--- src/stt_pkg.sv ---
// Shared types, scan-mode codes, result kinds and character constants of the script tokeniser.
package stt_pkg;

  localparam int MAX_TOKEN_LEN = 1024;
  localparam int TOK_W         = 11;
  localparam int LINE_W        = 16;
  localparam int MAX_RES       = 5;
  localparam int NRES_W        = 3;

  localparam logic [TOK_W-1:0]  TOK_MAX  = TOK_W'(MAX_TOKEN_LEN);
  localparam logic [LINE_W-1:0] LINE_ONE = LINE_W'(1);
  localparam logic [LINE_W-1:0] LINE_SAT = {LINE_W{1'b1}};

  // scan modes
  localparam logic [2:0] M_SKIP    = 3'd0;
  localparam logic [2:0] M_SLASH   = 3'd1;
  localparam logic [2:0] M_LINE    = 3'd2;
  localparam logic [2:0] M_BLOCK   = 3'd3;
  localparam logic [2:0] M_BSTAR   = 3'd4;
  localparam logic [2:0] M_QUOTED  = 3'd5;
  localparam logic [2:0] M_REGULAR = 3'd6;

  // result kinds
  localparam logic [2:0] K_CHAR       = 3'd0;
  localparam logic [2:0] K_END        = 3'd1;
  localparam logic [2:0] K_INCOMPLETE = 3'd2;
  localparam logic [2:0] K_TOOLONG    = 3'd3;
  localparam logic [2:0] K_EOS        = 3'd4;

  // characters
  localparam logic [7:0] CH_SPACE = 8'h20;
  localparam logic [7:0] CH_NL    = 8'h0A;
  localparam logic [7:0] CH_SEMI  = 8'h3B;
  localparam logic [7:0] CH_HASH  = 8'h23;
  localparam logic [7:0] CH_SLASH = 8'h2F;
  localparam logic [7:0] CH_STAR  = 8'h2A;
  localparam logic [7:0] CH_QUOTE = 8'h22;

  typedef struct packed {
    logic [2:0]        kind;
    logic [7:0]        ch;
    logic [TOK_W-1:0]  len;
    logic              quoted;
    logic [LINE_W-1:0] line;
  } res_t;

  typedef struct packed {
    logic [2:0]        mode;
    logic [TOK_W-1:0]  cnt;
    logic [LINE_W-1:0] line;
  } scan_t;

  typedef res_t [MAX_RES-1:0] res_list_t;

  typedef struct packed {
    scan_t             st;
    logic [NRES_W-1:0] n;
    res_list_t         res;
  } work_t;

endpackage

--- src/script_text_tokenizer_top.sv ---
// Top level of the script tokeniser: scanner state, byte scan and result register.
//
//  channel | direction | handshake          | payload
//  in_     | input     | in_valid/in_stall  | byte_value, last_byte, cross_line
//  out_    | output    | out_valid/out_stall| result_kind, char_value, token_len,
//          |           |                    | was_quoted, line_number, last_result
//
// A byte is scanned in the cycle it is taken; its words (up to five) sit in the
// result register from the next cycle and leave one per cycle while out_stall is low.
// A byte giving one word or none can follow with no gap unless out_stall holds its
// word; a byte giving more words holds the input off until its last word leaves.
// in_stall is high while the result register holds words other than a last word
// leaving this cycle. Reset: skipping whitespace, count 0, line 1, register empty.
module script_text_tokenizer_top (
  input  logic                         clk,
  input  logic                         rst_n,
  input  logic                         in_valid,
  output logic                         in_stall,
  input  logic [7:0]                   in_byte_value,
  input  logic                         in_last_byte,
  input  logic                         in_cross_line,
  output logic                         out_valid,
  input  logic                         out_stall,
  output logic [2:0]                   out_result_kind,
  output logic [7:0]                   out_char_value,
  output logic [stt_pkg::TOK_W-1:0]    out_token_len,
  output logic                         out_was_quoted,
  output logic [stt_pkg::LINE_W-1:0]   out_line_number,
  output logic                         out_last_result
);

  stt_pkg::scan_t              st_r;
  stt_pkg::scan_t              st_nxt;
  logic [stt_pkg::NRES_W-1:0]  n_res;
  stt_pkg::res_list_t          res;
  stt_pkg::res_t               cur;
  logic                        can_load;
  logic                        in_take;

  // byte accepted on the input side
  assign in_stall = !can_load;
  assign in_take  = in_valid && can_load;

  stt_step u_step (
    .byte_value (in_byte_value),
    .last_byte  (in_last_byte),
    .cross_line (in_cross_line),
    .st         (st_r),
    .st_nxt     (st_nxt),
    .n_res      (n_res),
    .res        (res)
  );

  // scanner state moves only on an accepted byte
  always_ff @(posedge clk) begin
    if (!rst_n) begin
      st_r.mode <= stt_pkg::M_SKIP;
      st_r.cnt  <= '0;
      st_r.line <= stt_pkg::LINE_ONE;
    end else if (in_take) begin
      st_r <= st_nxt;
    end
  end

  stt_resbuf u_resbuf (
    .clk       (clk),
    .rst_n     (rst_n),
    .load      (in_take),
    .n_in      (n_res),
    .res_in    (res),
    .out_stall (out_stall),
    .can_load  (can_load),
    .out_valid (out_valid),
    .out_res   (cur),
    .out_last  (out_last_result)
  );

  assign out_result_kind = cur.kind;
  assign out_char_value  = cur.ch;
  assign out_token_len   = cur.len;
  assign out_was_quoted  = cur.quoted;
  assign out_line_number = cur.line;

endmodule

--- src/stt_step.sv ---
// Combinational scan of one byte: next scanner state and the words it produces.
module stt_step (
  input  logic [7:0]                 byte_value,
  input  logic                       last_byte,
  input  logic                       cross_line,
  input  stt_pkg::scan_t             st,
  output stt_pkg::scan_t             st_nxt,
  output logic [stt_pkg::NRES_W-1:0] n_res,
  output stt_pkg::res_list_t         res
);

  function automatic stt_pkg::work_t emit(stt_pkg::work_t w, logic [2:0] kind,
                                          logic [7:0] ch, logic [stt_pkg::TOK_W-1:0] len);
    stt_pkg::work_t o;
    stt_pkg::res_t  r;
    o = w;
    r.kind   = kind;
    r.ch     = ch;
    r.len    = len;
    r.quoted = (w.st.mode == stt_pkg::M_QUOTED) &&
               (kind == stt_pkg::K_CHAR || kind == stt_pkg::K_END ||
                kind == stt_pkg::K_TOOLONG);
    r.line   = w.st.line;
    if (w.n < stt_pkg::NRES_W'(stt_pkg::MAX_RES)) begin
      o.res[w.n] = r;
      o.n        = w.n + stt_pkg::NRES_W'(1);
    end
    return o;
  endfunction

  function automatic stt_pkg::work_t line_inc(stt_pkg::work_t w);
    stt_pkg::work_t o;
    o = w;
    if (w.st.line != stt_pkg::LINE_SAT) begin
      o.st.line = w.st.line + stt_pkg::LINE_ONE;
    end
    return o;
  endfunction

  function automatic stt_pkg::work_t put_char(stt_pkg::work_t w, logic [7:0] b);
    stt_pkg::work_t o;
    o = w;
    if (w.st.cnt < stt_pkg::TOK_MAX) begin
      o = emit(o, stt_pkg::K_CHAR, b, '0);
      o.st.cnt = o.st.cnt + stt_pkg::TOK_W'(1);
      if (o.st.cnt == stt_pkg::TOK_MAX) begin
        o = emit(o, stt_pkg::K_TOOLONG, 8'd0, '0);
      end
    end
    return o;
  endfunction

  function automatic stt_pkg::work_t skip_byte(stt_pkg::work_t w, logic [7:0] b, logic cl);
    stt_pkg::work_t o;
    o = w;
    if (b <= stt_pkg::CH_SPACE) begin
      if (b == stt_pkg::CH_NL) begin
        if (!cl) begin
          o = emit(o, stt_pkg::K_INCOMPLETE, 8'd0, '0);
        end
        o = line_inc(o);
      end
      o.st.mode = stt_pkg::M_SKIP;
    end else if (b == stt_pkg::CH_SEMI || b == stt_pkg::CH_HASH) begin
      if (!cl) begin
        o = emit(o, stt_pkg::K_INCOMPLETE, 8'd0, '0);
      end
      o.st.mode = stt_pkg::M_LINE;
    end else if (b == stt_pkg::CH_SLASH) begin
      o.st.mode = stt_pkg::M_SLASH;
    end else if (b == stt_pkg::CH_QUOTE) begin
      o.st.mode = stt_pkg::M_QUOTED;
      o.st.cnt  = '0;
    end else begin
      o.st.mode = stt_pkg::M_REGULAR;
      o.st.cnt  = '0;
      o = put_char(o, b);
    end
    return o;
  endfunction

  function automatic stt_pkg::work_t regular_byte(stt_pkg::work_t w, logic [7:0] b,
                                                  logic cl);
    stt_pkg::work_t o;
    o = w;
    if (b <= stt_pkg::CH_SPACE || b == stt_pkg::CH_SEMI) begin
      o = emit(o, stt_pkg::K_END, 8'd0, o.st.cnt);
      o.st.mode = stt_pkg::M_SKIP;
      o.st.cnt  = '0;
      o = skip_byte(o, b, cl);
    end else begin
      o = put_char(o, b);
    end
    return o;
  endfunction

  stt_pkg::work_t w;

  always_comb begin
    w     = '0;
    w.st  = st;
    w.n   = '0;
    unique case (st.mode) inside
      stt_pkg::M_SLASH: begin
        if (byte_value == stt_pkg::CH_SLASH) begin
          if (!cross_line) begin
            w = emit(w, stt_pkg::K_INCOMPLETE, 8'd0, '0);
          end
          w.st.mode = stt_pkg::M_LINE;
        end else if (byte_value == stt_pkg::CH_STAR) begin
          if (!cross_line) begin
            w = emit(w, stt_pkg::K_INCOMPLETE, 8'd0, '0);
          end
          w.st.mode = stt_pkg::M_BLOCK;
        end else begin
          // lone slash opens a regular token
          w.st.mode = stt_pkg::M_REGULAR;
          w.st.cnt  = '0;
          w = put_char(w, stt_pkg::CH_SLASH);
          w = regular_byte(w, byte_value, cross_line);
        end
      end
      stt_pkg::M_LINE: begin
        if (byte_value == stt_pkg::CH_NL) begin
          w = line_inc(w);
          w.st.mode = stt_pkg::M_SKIP;
        end
      end
      stt_pkg::M_BLOCK, stt_pkg::M_BSTAR: begin
        if (st.mode == stt_pkg::M_BSTAR && byte_value == stt_pkg::CH_SLASH) begin
          w.st.mode = stt_pkg::M_SKIP;
        end else if (byte_value == stt_pkg::CH_STAR) begin
          w.st.mode = stt_pkg::M_BSTAR;
        end else begin
          if (byte_value == stt_pkg::CH_NL) begin
            w = line_inc(w);
          end
          w.st.mode = stt_pkg::M_BLOCK;
        end
      end
      stt_pkg::M_QUOTED: begin
        if (byte_value == stt_pkg::CH_QUOTE) begin
          w = emit(w, stt_pkg::K_END, 8'd0, w.st.cnt);
          w.st.mode = stt_pkg::M_SKIP;
          w.st.cnt  = '0;
        end else begin
          w = put_char(w, byte_value);
        end
      end
      stt_pkg::M_REGULAR: begin
        w = regular_byte(w, byte_value, cross_line);
      end
      default: begin
        w = skip_byte(w, byte_value, cross_line);
      end
    endcase

    if (last_byte) begin
      if (w.st.mode == stt_pkg::M_SLASH) begin
        w.st.mode = stt_pkg::M_REGULAR;
        w.st.cnt  = '0;
        w = put_char(w, stt_pkg::CH_SLASH);
      end
      if (w.st.mode == stt_pkg::M_REGULAR || w.st.mode == stt_pkg::M_QUOTED) begin
        w = emit(w, stt_pkg::K_END, 8'd0, w.st.cnt);
      end
      w.st.mode = stt_pkg::M_SKIP;
      w = emit(w, stt_pkg::K_EOS, 8'd0, '0);
      w.st.mode = stt_pkg::M_SKIP;
      w.st.cnt  = '0;
      w.st.line = stt_pkg::LINE_ONE;
    end
  end

  assign st_nxt = w.st;
  assign n_res  = w.n;
  assign res    = w.res;

endmodule

--- src/stt_resbuf.sv ---
// Result register: holds the words of one byte and hands them out one per cycle while out_stall is low.
module stt_resbuf (
  input  logic                       clk,
  input  logic                       rst_n,
  input  logic                       load,
  input  logic [stt_pkg::NRES_W-1:0] n_in,
  input  stt_pkg::res_list_t         res_in,
  input  logic                       out_stall,
  output logic                       can_load,
  output logic                       out_valid,
  output stt_pkg::res_t              out_res,
  output logic                       out_last
);

  stt_pkg::res_list_t          res_r;
  logic [stt_pkg::NRES_W-1:0]  n_r, n_nxt;
  logic [stt_pkg::NRES_W-1:0]  idx_r, idx_nxt;
  logic                        take;
  logic                        drain_done;

  assign out_valid  = (n_r != '0);
  assign out_last   = (idx_r == n_r - stt_pkg::NRES_W'(1));
  assign out_res    = res_r[idx_r];
  assign take       = out_valid && !out_stall;
  assign drain_done = take && out_last;
  assign can_load   = !out_valid || drain_done;

  always_comb begin
    n_nxt   = n_r;
    idx_nxt = idx_r;
    if (load) begin
      n_nxt   = n_in;
      idx_nxt = '0;
    end else if (drain_done) begin
      n_nxt   = '0;
      idx_nxt = '0;
    end else if (take) begin
      idx_nxt = idx_r + stt_pkg::NRES_W'(1);
    end
  end

  always_ff @(posedge clk) begin
    if (!rst_n) begin
      n_r   <= '0;
      idx_r <= '0;
    end else begin
      n_r   <= n_nxt;
      idx_r <= idx_nxt;
    end
  end

  always_ff @(posedge clk) begin
    if (load) begin
      res_r <= res_in;
    end
  end

endmodule
--- config.mk ---
export PLATFORM = sky130hd
export DESIGN_NAME = script_text_tokenizer_top
export DESIGN_NICKNAME = d
export VERILOG_FILES = /design/src/stt_pkg.sv /design/src/script_text_tokenizer_top.sv /design/src/stt_step.sv /design/src/stt_resbuf.sv
export SDC_FILE = /design/constraint.sdc
export NUM_CORES = 1
export LEC_CHECK = 0
export BUFFER_PORTS_ARGS = -buffer_cell sky130_fd_sc_hd__buf_2
export CORE_ASPECT_RATIO = 0.7
export CORE_MARGIN = 1
export CORE_UTILIZATION = 45
export CTS_CLUSTER_SIZE = 8
export DETAILED_ROUTE_END_ITERATION = 10
export GPL_ROUTABILITY_DRIVEN = 0
export PLACE_DENSITY = 0.63
export SETUP_SLACK_MARGIN = 0.3
export SYNTH_ARGS = -nofsm -noshare
export SYNTH_HDL_FRONTEND = slang
export SYNTH_HIERARCHICAL = 1
export SYNTH_SLANG_ARGS = --single-unit
--- constraint.sdc ---
create_clock -name clk -period 5.9 [get_ports clk]
set_input_delay 0 -clock clk [delete_from_list [all_inputs] [get_ports clk]]
set_output_delay 0 -clock clk [all_outputs]
set_load 0.005 [all_outputs]
; Word level (Yosys, flattened, before mapping)
; Cells that the tools add are included.
[totals]
romBits = 0
output_inout_bits = 42
ramBits = 0
ff_bits = 231
n_memories = 0
latch_bits = 0
[op_classes]
muxes = 132
addsub = 17
mul = 0
n_eq_ne = 23
n_div = 0
bitwise = 1
reduce_logical = 25
magnitude_cmp = 31
shift = 0
[op_table]
columns = operator, n
row1 = $mux W198, 29
row2 = $mux W225, 21
row3 = $mux W228, 18
row4 = $bwmux W195, 12
row5 = $pmux W228 S5, 1
row6 = $demux W39 S3, 9
row7 = $mux W214, 4
row8 = $mux W39, 18
row9 = $mux W196, 2
row10 = $bmux W39 S3, 1
row11 = $add A16 B1 Y16 const B, 4
row12 = $mux W16, 4
row13 = $ne A16 B16 Y1 const B, 4
row14 = $eq A8 B6 Y1 const B, 5
row15 = $lt A3 B4 Y1 const B, 10
row16 = $mux W3, 12
row17 = $add A3 B1 Y3 const B, 10
row18 = $ge A3 B1 Y1 const B, 9
row19 = $lt A3 B3 Y1 const B, 9
row20 = $add A11 B1 Y11 const B, 2
row21 = $eq A11 B11 Y1 const B, 2
row22 = $lt A11 B11 Y1 const B, 2
row23 = $eq A3 B3 Y1 const B, 6
row24 = $logic_and A1 B1 Y1, 13
row25 = 15 further kinds, 22

; Logic depth before layout (Yosys ltp)
; Gate-level depths: netlist of run 1.
[logic_depth]
depth_word = 59
mapped_depth = 22
depth_no_buf = 20

; By module
; Netlist of run 1, hierarchy kept.
[modules_own_cells]
columns = mod, cells_per_inst, area_each_um2, n_inst
row1 = stt_resbuf, 412, 7677.4, 1
row2 = stt_step, 677, 4112.7, 1
row3 = script_text_tokenizer_top, 138, 1237.4, 1

; Least setup slack after synthesis of run 1
; Ideal clock, no wire load.
[synth_timing]
path_type = register to register
start = register st_r[16] in the netlist's numbering
end = register u_resbuf/n_r[1] in the netlist's numbering
stages_incl_launch_ff = 23
setup_ns = 0.074
n_path_buf = 2
arrival_time_ns = 4.588
setup_slack_ns = 1.238
path_cell_list = dfxtp_1 -> ha_1 -> nand2_1 -> nor2_1 -> nand2_1 -> nor2_1 -> nand3_1 -> ha_1 -> o2111ai_1 -> nor3_1 -> a221oi_4 -> inv_1 -> clkbuf_1 -> ha_1 -> o22ai_4 -> mux2i_2 -> inv_2 -> buf_6 -> ha_1 -> o21ai_0 -> a31oi_1 -> nand3_1 -> o21ai_0
[synth_via]
elab_chain_len = 18
[synth_rtl]
columns = element, line_no
row1 = start: declaration, script_text_tokenizer_top.sv:32  ; stt_pkg::scan_t st_r;
row2 = start signal: assignment, script_text_tokenizer_top.sv:61  ; st_r <= st_nxt;
row3 = $add A11 B1 Y11, stt_step.sv:45  ; o.st.cnt = o.st.cnt + stt_pkg::TOK_W'(1);
row4 = $eq A11 B11 Y1, stt_step.sv:46  ; if (o.st.cnt == stt_pkg::TOK_MAX) begin
row5 = $mux W198, stt_step.sv:46
row6 = $mux W225, stt_step.sv:43  ; if (w.st.cnt < stt_pkg::TOK_MAX) begin
row7 = "$mux W228, on equally long branches", "stt_step.sv:86, stt_step.sv:142"
row8 = $pmux W228 S5 (*), stt_step.sv:103  ; unique case (st.mode) inside
row9 = $add A3 B1 Y3 / $lt A3 B3 Y1 (equally long branches), "stt_step.sv:26, stt_step.sv:24"
row10 = $mux W198, stt_step.sv:24  ; if (w.n < stt_pkg::NRES_W'(stt_pkg::MAX_RES)) begin
row11 = [... 3 more ...], -
row12 = $mux W198, stt_step.sv:24
row13 = $mux W198, stt_step.sv:164  ; if (w.st.mode == stt_pkg::M_REGULAR || w.st.mode == stt_pkg::M_QUOTED) begin
row14 = $mux W214, stt_step.sv:158  ; if (last_byte) begin
row15 = $add A3 B1 Y3 / $lt A3 B3 Y1 (equally long branches), "stt_step.sv:26, stt_step.sv:24"
row16 = $mux W198, stt_step.sv:24
row17 = $mux W228 (*), stt_step.sv:158
row18 = "net n_res, one bit", script_text_tokenizer_top.sv:34  ; logic [stt_pkg::NRES_W-1:0] n_res;
row19 = $mux W3 (*), stt_resbuf.sv:31  ; if (load) begin
row20 = end signal: assignment, stt_resbuf.sv:47  ; n_r <= n_nxt;
row21 = end: declaration, stt_resbuf.sv:16  ; logic [stt_pkg::NRES_W-1:0] n_r, n_nxt;
; Mark *: on every way through the listed nets, which the timed path passes. The rest lies on a longest branch. The select of a mux whose other input is x is not followed.
; A chain may end at the register's enable or synchronous reset.

==> results of run 1 <==
## sequential cells by signal, indices dropped and copies added (netlist names)
register        count
u_resbuf/res_r    195
st_r               30
u_resbuf/idx_r      3
u_resbuf/n_r        3
## logic make-up (layout without fill, tap and decap cells)
kind of cell / Yosys count / count (layout)
buf+inv: 193 / 189
simple gates: 446 / 446
compound gates: 283 / 283
fa+ha+maj: 13 / 13
other cells: 1 / 48
mux: 46 / 46
flops: 231 / 231
xor+xnor: 14 / 14
## cell type report
type / count / area [sq um] / area share, %
Sequential cell: 231 / 6580 / 46.2
Multi-Input combinational cell: 850 / 5520 / 38.8
Clock buffer: 50 / 932 / 6.55
Timing Repair Buffer: 80 / 515 / 3.62
Tap cell: 371 / 464 / 3.26
Inverter: 58 / 220 / 1.55
Clock inverter: 1 / 8.76 / 0.0615
## per-layer routing
| layer | up-vias | part of all wire, % | track usage, % |
|---|---|---|---|
| met3 | 46 | 8.1 | 3.40 |
| li1 | 4480 | - | - |
| met2 | 384 | 41 | 30.9 |
| met1 | 4629 | 50 | 35.8 |
| met4 | 0 | 1.4 | 5.19 |
| met5 | - | 0 | 0 |
## where the power goes
part	total, mW	switching (mW)	internal, mW
clock network	1.74	0.663	1.08
logic	1.26	0.857	0.403
registers	2.17	0.0754	2.10
total	5.17	1.60	3.58
## Yosys cell counts, drive strengths merged (3+ instances only)
cell	instances
edfxtp	195
nand2	158
o21ai	141
buf	104
nor2	101
inv	58
a21oi	43
nand3	41
mux4	39
nand4	38
dfxtp	36
clkbuf	31
nor3	26
o211ai	19
and3	15
a21o	14
a31oi	14
ha	13
and2	11
nand2b	9
or2	8
mux2i	7
xnor2	7
xor2	7
nor4	6
o21a	6
a211oi	5
nand3b	5
nor2b	5
or3	5
o22ai	4
a21boi	3
o32ai	3
o41ai	3
or4	3
## worst min-delay path by stage
stage | slack, ns | start | endpoint | cells past startpoint
2_1_floorplan | 0.14 | rst_n | u_resbuf/n_r[2] | 2
3_3_place_gp | 0.30 | out_stall | u_resbuf/idx_r[0] | 3
3_5_place_dp | 0.32 | out_stall | u_resbuf/idx_r[0] | 3
4_1_cts | 0.007 | in_byte_value[2] | u_resbuf/res_r[69] | 3
5_1_grt | 0.03 | in_byte_value[2] | u_resbuf/res_r[69] | 3
6_report | 0.03 | in_byte_value[2] | u_resbuf/res_r[69] | 3
## worst max-delay path, cell delays in order (launching register included)
cell	delay [ns]
dfxtp_1	0.45
ha_1	0.27
nand2_1	0.08
nor2_1	0.15
nand2_1	0.11
nor2_1	0.22
nand3_1	0.11
ha_1	0.30
o2111ai_1	0.10
nor3_1	0.09
buf_4	0.18
o32ai_4	0.52
ha_1	0.39
o21ai_2	0.20
ha_1	0.27
mux2i_2	0.36
inv_2	0.23
a41oi_4	0.68
a21oi_1	0.08
a21o_1	0.18
## through the flow
step	setup slack [ns]	utilization [%]	power [mW]	instances	cell area [sq um]
floorplan	1.24	-	3.11	1274	13200
global placement	1.01	47.0	3.43	1584	13200
detailed placement	0.816	47.0	3.44	1584	13200
CTS	0.781	50.6	5.20	1641	14200
global route	0.353	50.6	5.40	1641	14200
finish	0.665	50.6	5.17	1641	14200
==> summary.txt, run 1 <==
Cells and area
  – Most common cell after layout, fill and taps aside: edfxtp_1
  – Commonest cells after routing, fill and taps aside: 195 x edfxtp_1, 158 x nand2_1, 98 x nor2_1
  – Share of post-route cells with drive strength above 1: 16.4%
  – Number of inserted diodes: 0
  – Fin nets: 1282
  – Layout overhead on the synthesized area: 9.32%
  – Fill count: 2494

Power
  – P_leak: 5.02 nW
  – Max IR drop VDD: 0.000204 V
  – Pwr/cell area: 363 nW/um^2

Clock tree
  – Post-CTS Repair Setup Buffers: 0
  – Num CTS Buffers: 34
  – CTS tree: built
  – H-tree depth: 2
  – CTS Buffer Depth: 3
  – Clk Latency, worst-skew pair: ~0.50 ns
  – Clock-pin slew on the worst setup and hold paths: 0.05 ns
  – CTS Sinks: 231
  – Post-CTS sizing: 0
  – Hold-fix buffers, CTS: 6
  – Root buffer cell: clkbuf_16

Yosys
  – Main area contributors after synthesis: edfxtp_1 45%, mux4_2 6.7%, dfxtp_1 5.5%, nand2_1 4.6%, buf_4 3.8%
  – Post-synth ARST share: 0%
  – Synth warnings: 6
  – Area leader, netlist: edfxtp_1
  – Number of synthesized register bits: 231
  – Mapped Area: between 10000 and 15000 sq um
  – Synth Area in Adders: 1.25%
  – Synth Area in Compound Gates: 14.6%
  – XOR/XNOR share of the synthesized area: 1.09%
  – Synth top area share: 44.9%
  – Synth Area in Simple Gates: around 17%
  – Post-synth cell types: 97
  – Post-synth EDFFs: roughly 200
  – Largest family of logic cells by synthesized area: simple AND/OR/NAND/NOR gates
  – Mean post-synth cell area: 10.6 sq um
  – Predominant post-synthesis flop cell: edfxtp_1
  – Post-synthesis mux area share: ~7.3%
  – Sequential area share after synthesis: 50.5%
  – Syn Inst Count: roughly 1200

Timing
  – Slew Limit Fails: 0
  – Fin Clk Skew: 0.0199 ns
  – Tightest Pin Transition: 1.14 ns
  – Max-Slew Margin vs Limit: 23.5%
  – Hold Slack: 0.0288 ns
  – Final Setup Violations: 0
  – Final Cycle Share: 88.7%
  – Setup TNS: 0 ns
  – Max Freq: 0.191 GHz
  – Fin. Hold Viols: 0
  – Unrepaired setup endpoints after global routing: false
  – Min Tclk post-route: 5.24 ns

GRT
  – Total global routing overflow: 0
  – Initial antenna violation count: 0
  – First-pass GRT wire length: 50800 microns
  – Largest net degree at the start of global routing: 70
  – Number of global-route vias before repair: between 8000 and 9000
  – Total global routing track utilization: 22.3%

Route
  – Final ANT Viol Nets: 0
  – Drt wl/cell: ~20 microns
  – Routed WL: 32400 microns
  – Detailed Route Iter0 Violations: around 1100
  – Routed vias/inst: between 5 and 6
  – 1st-pass router iterations: 6
  – Vias: 9539
  – DRC: 0

Worst setup path
  – Worst setup SP type: flip-flop
  – Max FO, Critical Path: 16
  – Reg-to-reg critical path endpoint: u_resbuf/res_r[84]
  – WP data arrival: 5.47 ns
  – Worst Setup SP: st_r[16]
  – R2r setup slk: 0.66 ns
  – Required time of the critical path: 6.14 ns
  – FF-to-FF path depth: 19
  – Crit Path Class: reg2reg
  – CP endpoint kind: flip-flop
  – RR Startpoint: st_r[16]
  – Critical Path End: u_resbuf/res_r[84]

Run
  – Max-cap violations: 0

Die
  – Num ports: 56
  – Placeable Area: between 20000 and 30000 sq um
  – Initial Util: a little under half
  – Chip Width: 205 microns
  – Die ar.: a little under 30000 sq um
  – Row count: 51
  – DIE HEIGHT: 144 microns

Placed design
  – DP Wirelength: roughly 21000 microns
  – Port bufs: 55

Hold path
  – Worst hold path type: in2reg

Run status
  – Status: finished clean
Power figures use the tool's default switching activity.
==> run 2: changes to the inputs <==
--- a/config.mk
+++ b/config.mk
@@ -12,8 +12,7 @@
 export CTS_CLUSTER_SIZE = 8
 export DETAILED_ROUTE_END_ITERATION = 10
 export GPL_ROUTABILITY_DRIVEN = 0
-export PLACE_DENSITY = 0.63
-export SETUP_SLACK_MARGIN = 0.3
+export SETUP_SLACK_MARGIN = 0.15
 export SYNTH_ARGS = -nofsm -noshare
 export SYNTH_HDL_FRONTEND = slang
 export SYNTH_HIERARCHICAL = 1
==> run 2 against run 1 <==
  * Non-clock buffer count rose by 1
  * Cell count rose by 0.79%
  * Cell area rose by 0.29%
  * Utilization rose by 0.15 points
  * Critical path type unchanged
==> summary.txt, run 2 (same netlist as run 1, synthesis figures left out) <==
Run status
  – Status: finished clean

Route
  – Routed vias/inst: 5.83 (+0.24%)
  – Drt wl/cell: 19.8 microns (+0.24%)
  – Routed WL: 32700 microns (+1.0%)
  – Detailed Route Iter0 Violations: 1096 (+2.2%)
  – DRC: 0 (unchanged)
  – 1st-pass router iterations: 5 (-1)
  – Vias: 9638 (+1.0%)
  – Final ANT Viol Nets: 0 (unchanged)

Clock tree
  – Num CTS Buffers: 34 (unchanged)
  – Root buffer cell: clkbuf_16
  – Clk Latency, worst-skew pair: 0.51 ns (about the same)
  – CTS tree: built
  – CTS Sinks: 231 (unchanged)
  – Clock-pin slew on the worst setup and hold paths: 0.06 ns (about the same)
  – CTS Buffer Depth: 3 (unchanged)
  – H-tree depth: 2 (unchanged)
  – Post-CTS Repair Setup Buffers: 0 (unchanged)

Worst setup path
  – WP data arrival: 5.43 ns (-0.04 ns)
  – Reg-to-reg critical path endpoint: u_resbuf/res_r[83]
  – CP endpoint kind: flip-flop
  – Max FO, Critical Path: 16 (unchanged)
  – R2r setup slk: 0.73 ns (+0.07 ns)
  – RR Startpoint: st_r[16]
  – Required time of the critical path: 6.17 ns (+0.03 ns)
  – Worst setup SP type: flip-flop
  – FF-to-FF path depth: 19 (unchanged)
  – Crit Path Class: reg2reg

Cells and area
  – Commonest cells after routing, fill and taps aside: 195 x edfxtp_1, 158 x nand2_1, 98 x nor2_1
  – Area of the multi-input gates: 5520 sq um (unchanged)
  – Reg area: 6580 sq um (about the same)
  – Share of post-route cells with drive strength above 1: 16.3% (-0.075 points)
  – Layout overhead on the synthesized area: 9.63%
  – Most common cell after layout, fill and taps aside: edfxtp_1
  – Fin nets: 1283 (+0.078%)
  – Top reg by flops: u_resbuf/res_r
  – Fill count: 2505 (+0.44%)
  – Max reg flops: 195 (unchanged)
  – Biggest regs: u_resbuf/res_r: 195 flops, st_r: 30 flops
  – Finished Cell Area: 14300 sq um (+0.29%)
  – Final core utilization: 50.8% (+0.15 points)
  – Cell Count, Final, Fillers Out: 1654 (+0.79%)

Power
  – P_leak: 5.03 nW (+0.20%)
  – Max IR drop VDD: 0.000182 V (-11%)
  – Final Total Pwr: 5.21 mW (+0.75%)
  – Pwr/cell area: 365 nW/um^2 (+0.46%)

Placed design
  – Port bufs: 55 (unchanged)
  – DP Wirelength: 20800 microns (+0.49%)
  – Setup WS pre-CTS: 0.832 ns (+0.0161 ns)
  – Cells after DPL: 1583 (-0.063%)
  – Placed Area: 13200 sq um (-0.14%)

GRT
  – Initial antenna violation count: 0 (unchanged)
  – Total global routing track utilization: 22.5% (+0.23 points)
  – Number of global-route vias before repair: 8695 (-2.6%)
  – First-pass GRT wire length: 50900 microns (about the same)
  – Total global routing overflow: 0 (unchanged)
  – Largest net degree at the start of global routing: 67 (-4.3%)

Timing
  – Max Freq: 0.194 GHz (+1.4%)
  – Min Tclk post-route: 5.17 ns (-0.0698 ns)
  – Unrepaired setup endpoints after global routing: false
  – Fin. Hold Viols: 0 (unchanged)
  – Fin Clk Skew: 0.0213 ns (+0.00142 ns)
  – Max-Slew Margin vs Limit: 15.2% (-8.3 points)
  – Slew Limit Fails: 0 (unchanged)
  – Final Cycle Share: 87.5% (-1.2 points)
  – Tightest Pin Transition: 1.26 ns (+0.124 ns)
  – Hold Slack: 0.0332 ns (+0.00444 ns)
  – Final Setup Violations: 0 (unchanged)
  – Setup TNS: 0 ns (unchanged)
  – Final worst slack: 0.735 ns (+0.0698 ns)

Hold path
  – Hold Path End: u_resbuf/res_r[33]
  – Worst hold stages: 3 (unchanged)
  – Hold Path Origin: in_byte_value[5]
  – Worst hold path type: in2reg

Die
  – Placeable Area: 28100 sq um (unchanged)
  – DIE HEIGHT: 144 microns (unchanged)
  – Die ar.: 29600 sq um (unchanged)
  – Row count: 51 (unchanged)
  – Chip Width: 205 microns (unchanged)
  – Num ports: 56 (unchanged)
  – Initial Util: 46.3% (unchanged)

Run
  – Max-cap violations: 0 (unchanged)
[run 2: cell type report]
| type | count | share of cell area [%] |
|---|---|---|
| flip-flops and latches | 231 | 46.1 |
| multi-input cells | 850 | 38.7 |
| clock buffers | 59 | 6.61 |
| repair buffers | 81 | 3.61 |
| well taps | 371 | 3.25 |
| inverters | 58 | 1.54 |
| clock inverters | 3 | 0.237 |
| diodes | 1 | 0.0175 |
[run 2: critical path, cell delays in order (launching register included)]
cell and delay (ns):
dfxtp_1 0.46, ha_1 0.27, nand2_1 0.08, nor2_1 0.14
nand2_1 0.10, nor2_1 0.20, nand3_1 0.10, ha_1 0.29
o2111ai_1 0.08, nor3_1 0.09, buf_4 0.18, o32ai_4 0.50
ha_1 0.39, o21ai_2 0.22, ha_1 0.28, mux2i_2 0.37
inv_2 0.23, a41oi_4 0.63, a21oi_1 0.11, a21o_1 0.18
[run 2: report_power, final]
| part | internal, mW | switching, mW | leakage, nW |
|---|---|---|---|
| clock network | 1.09 | 0.705 | 0.464 |
| logic | 0.400 | 0.852 | 2.34 |
| registers | 2.09 | 0.0736 | 2.22 |
| total | 3.58 | 1.63 | 5.03 |
[run 2: routing by layer]
layer  share of wire, %  up-vias  GRT usage, %
met4                2.0        0          6.12
met5                  0        -             0
met1                 50     4728          36.0
met2                 40      370          30.8
met3                7.4       51          3.79
li1                   -     4489             -
[run 2: repair_timing]
action,4_1_cts,5_1_grt
endpoints found under the hold margin,15,0
gates resized for setup,0,0
endpoints found under the setup margin,0,0
hold buffers,8,0
[run 2: how the worst max path moves through the flow]
stage | start | end | slack, ns | cells past startpoint
finish | st_r[16] | u_resbuf/res_r[83] | 0.73 | 19
global route | st_r[16] | u_resbuf/res_r[83] | 0.37 | 19
CTS | st_r[16] | u_resbuf/res_r[84] | 0.82 | 19
detailed placement | st_r[16] | u_resbuf/res_r[84] | 0.83 | 19
global placement | st_r[16] | u_resbuf/res_r[84] | 1.02 | 19
floorplan | st_r[16] | u_resbuf/n_r[1] | 1.24 | 22
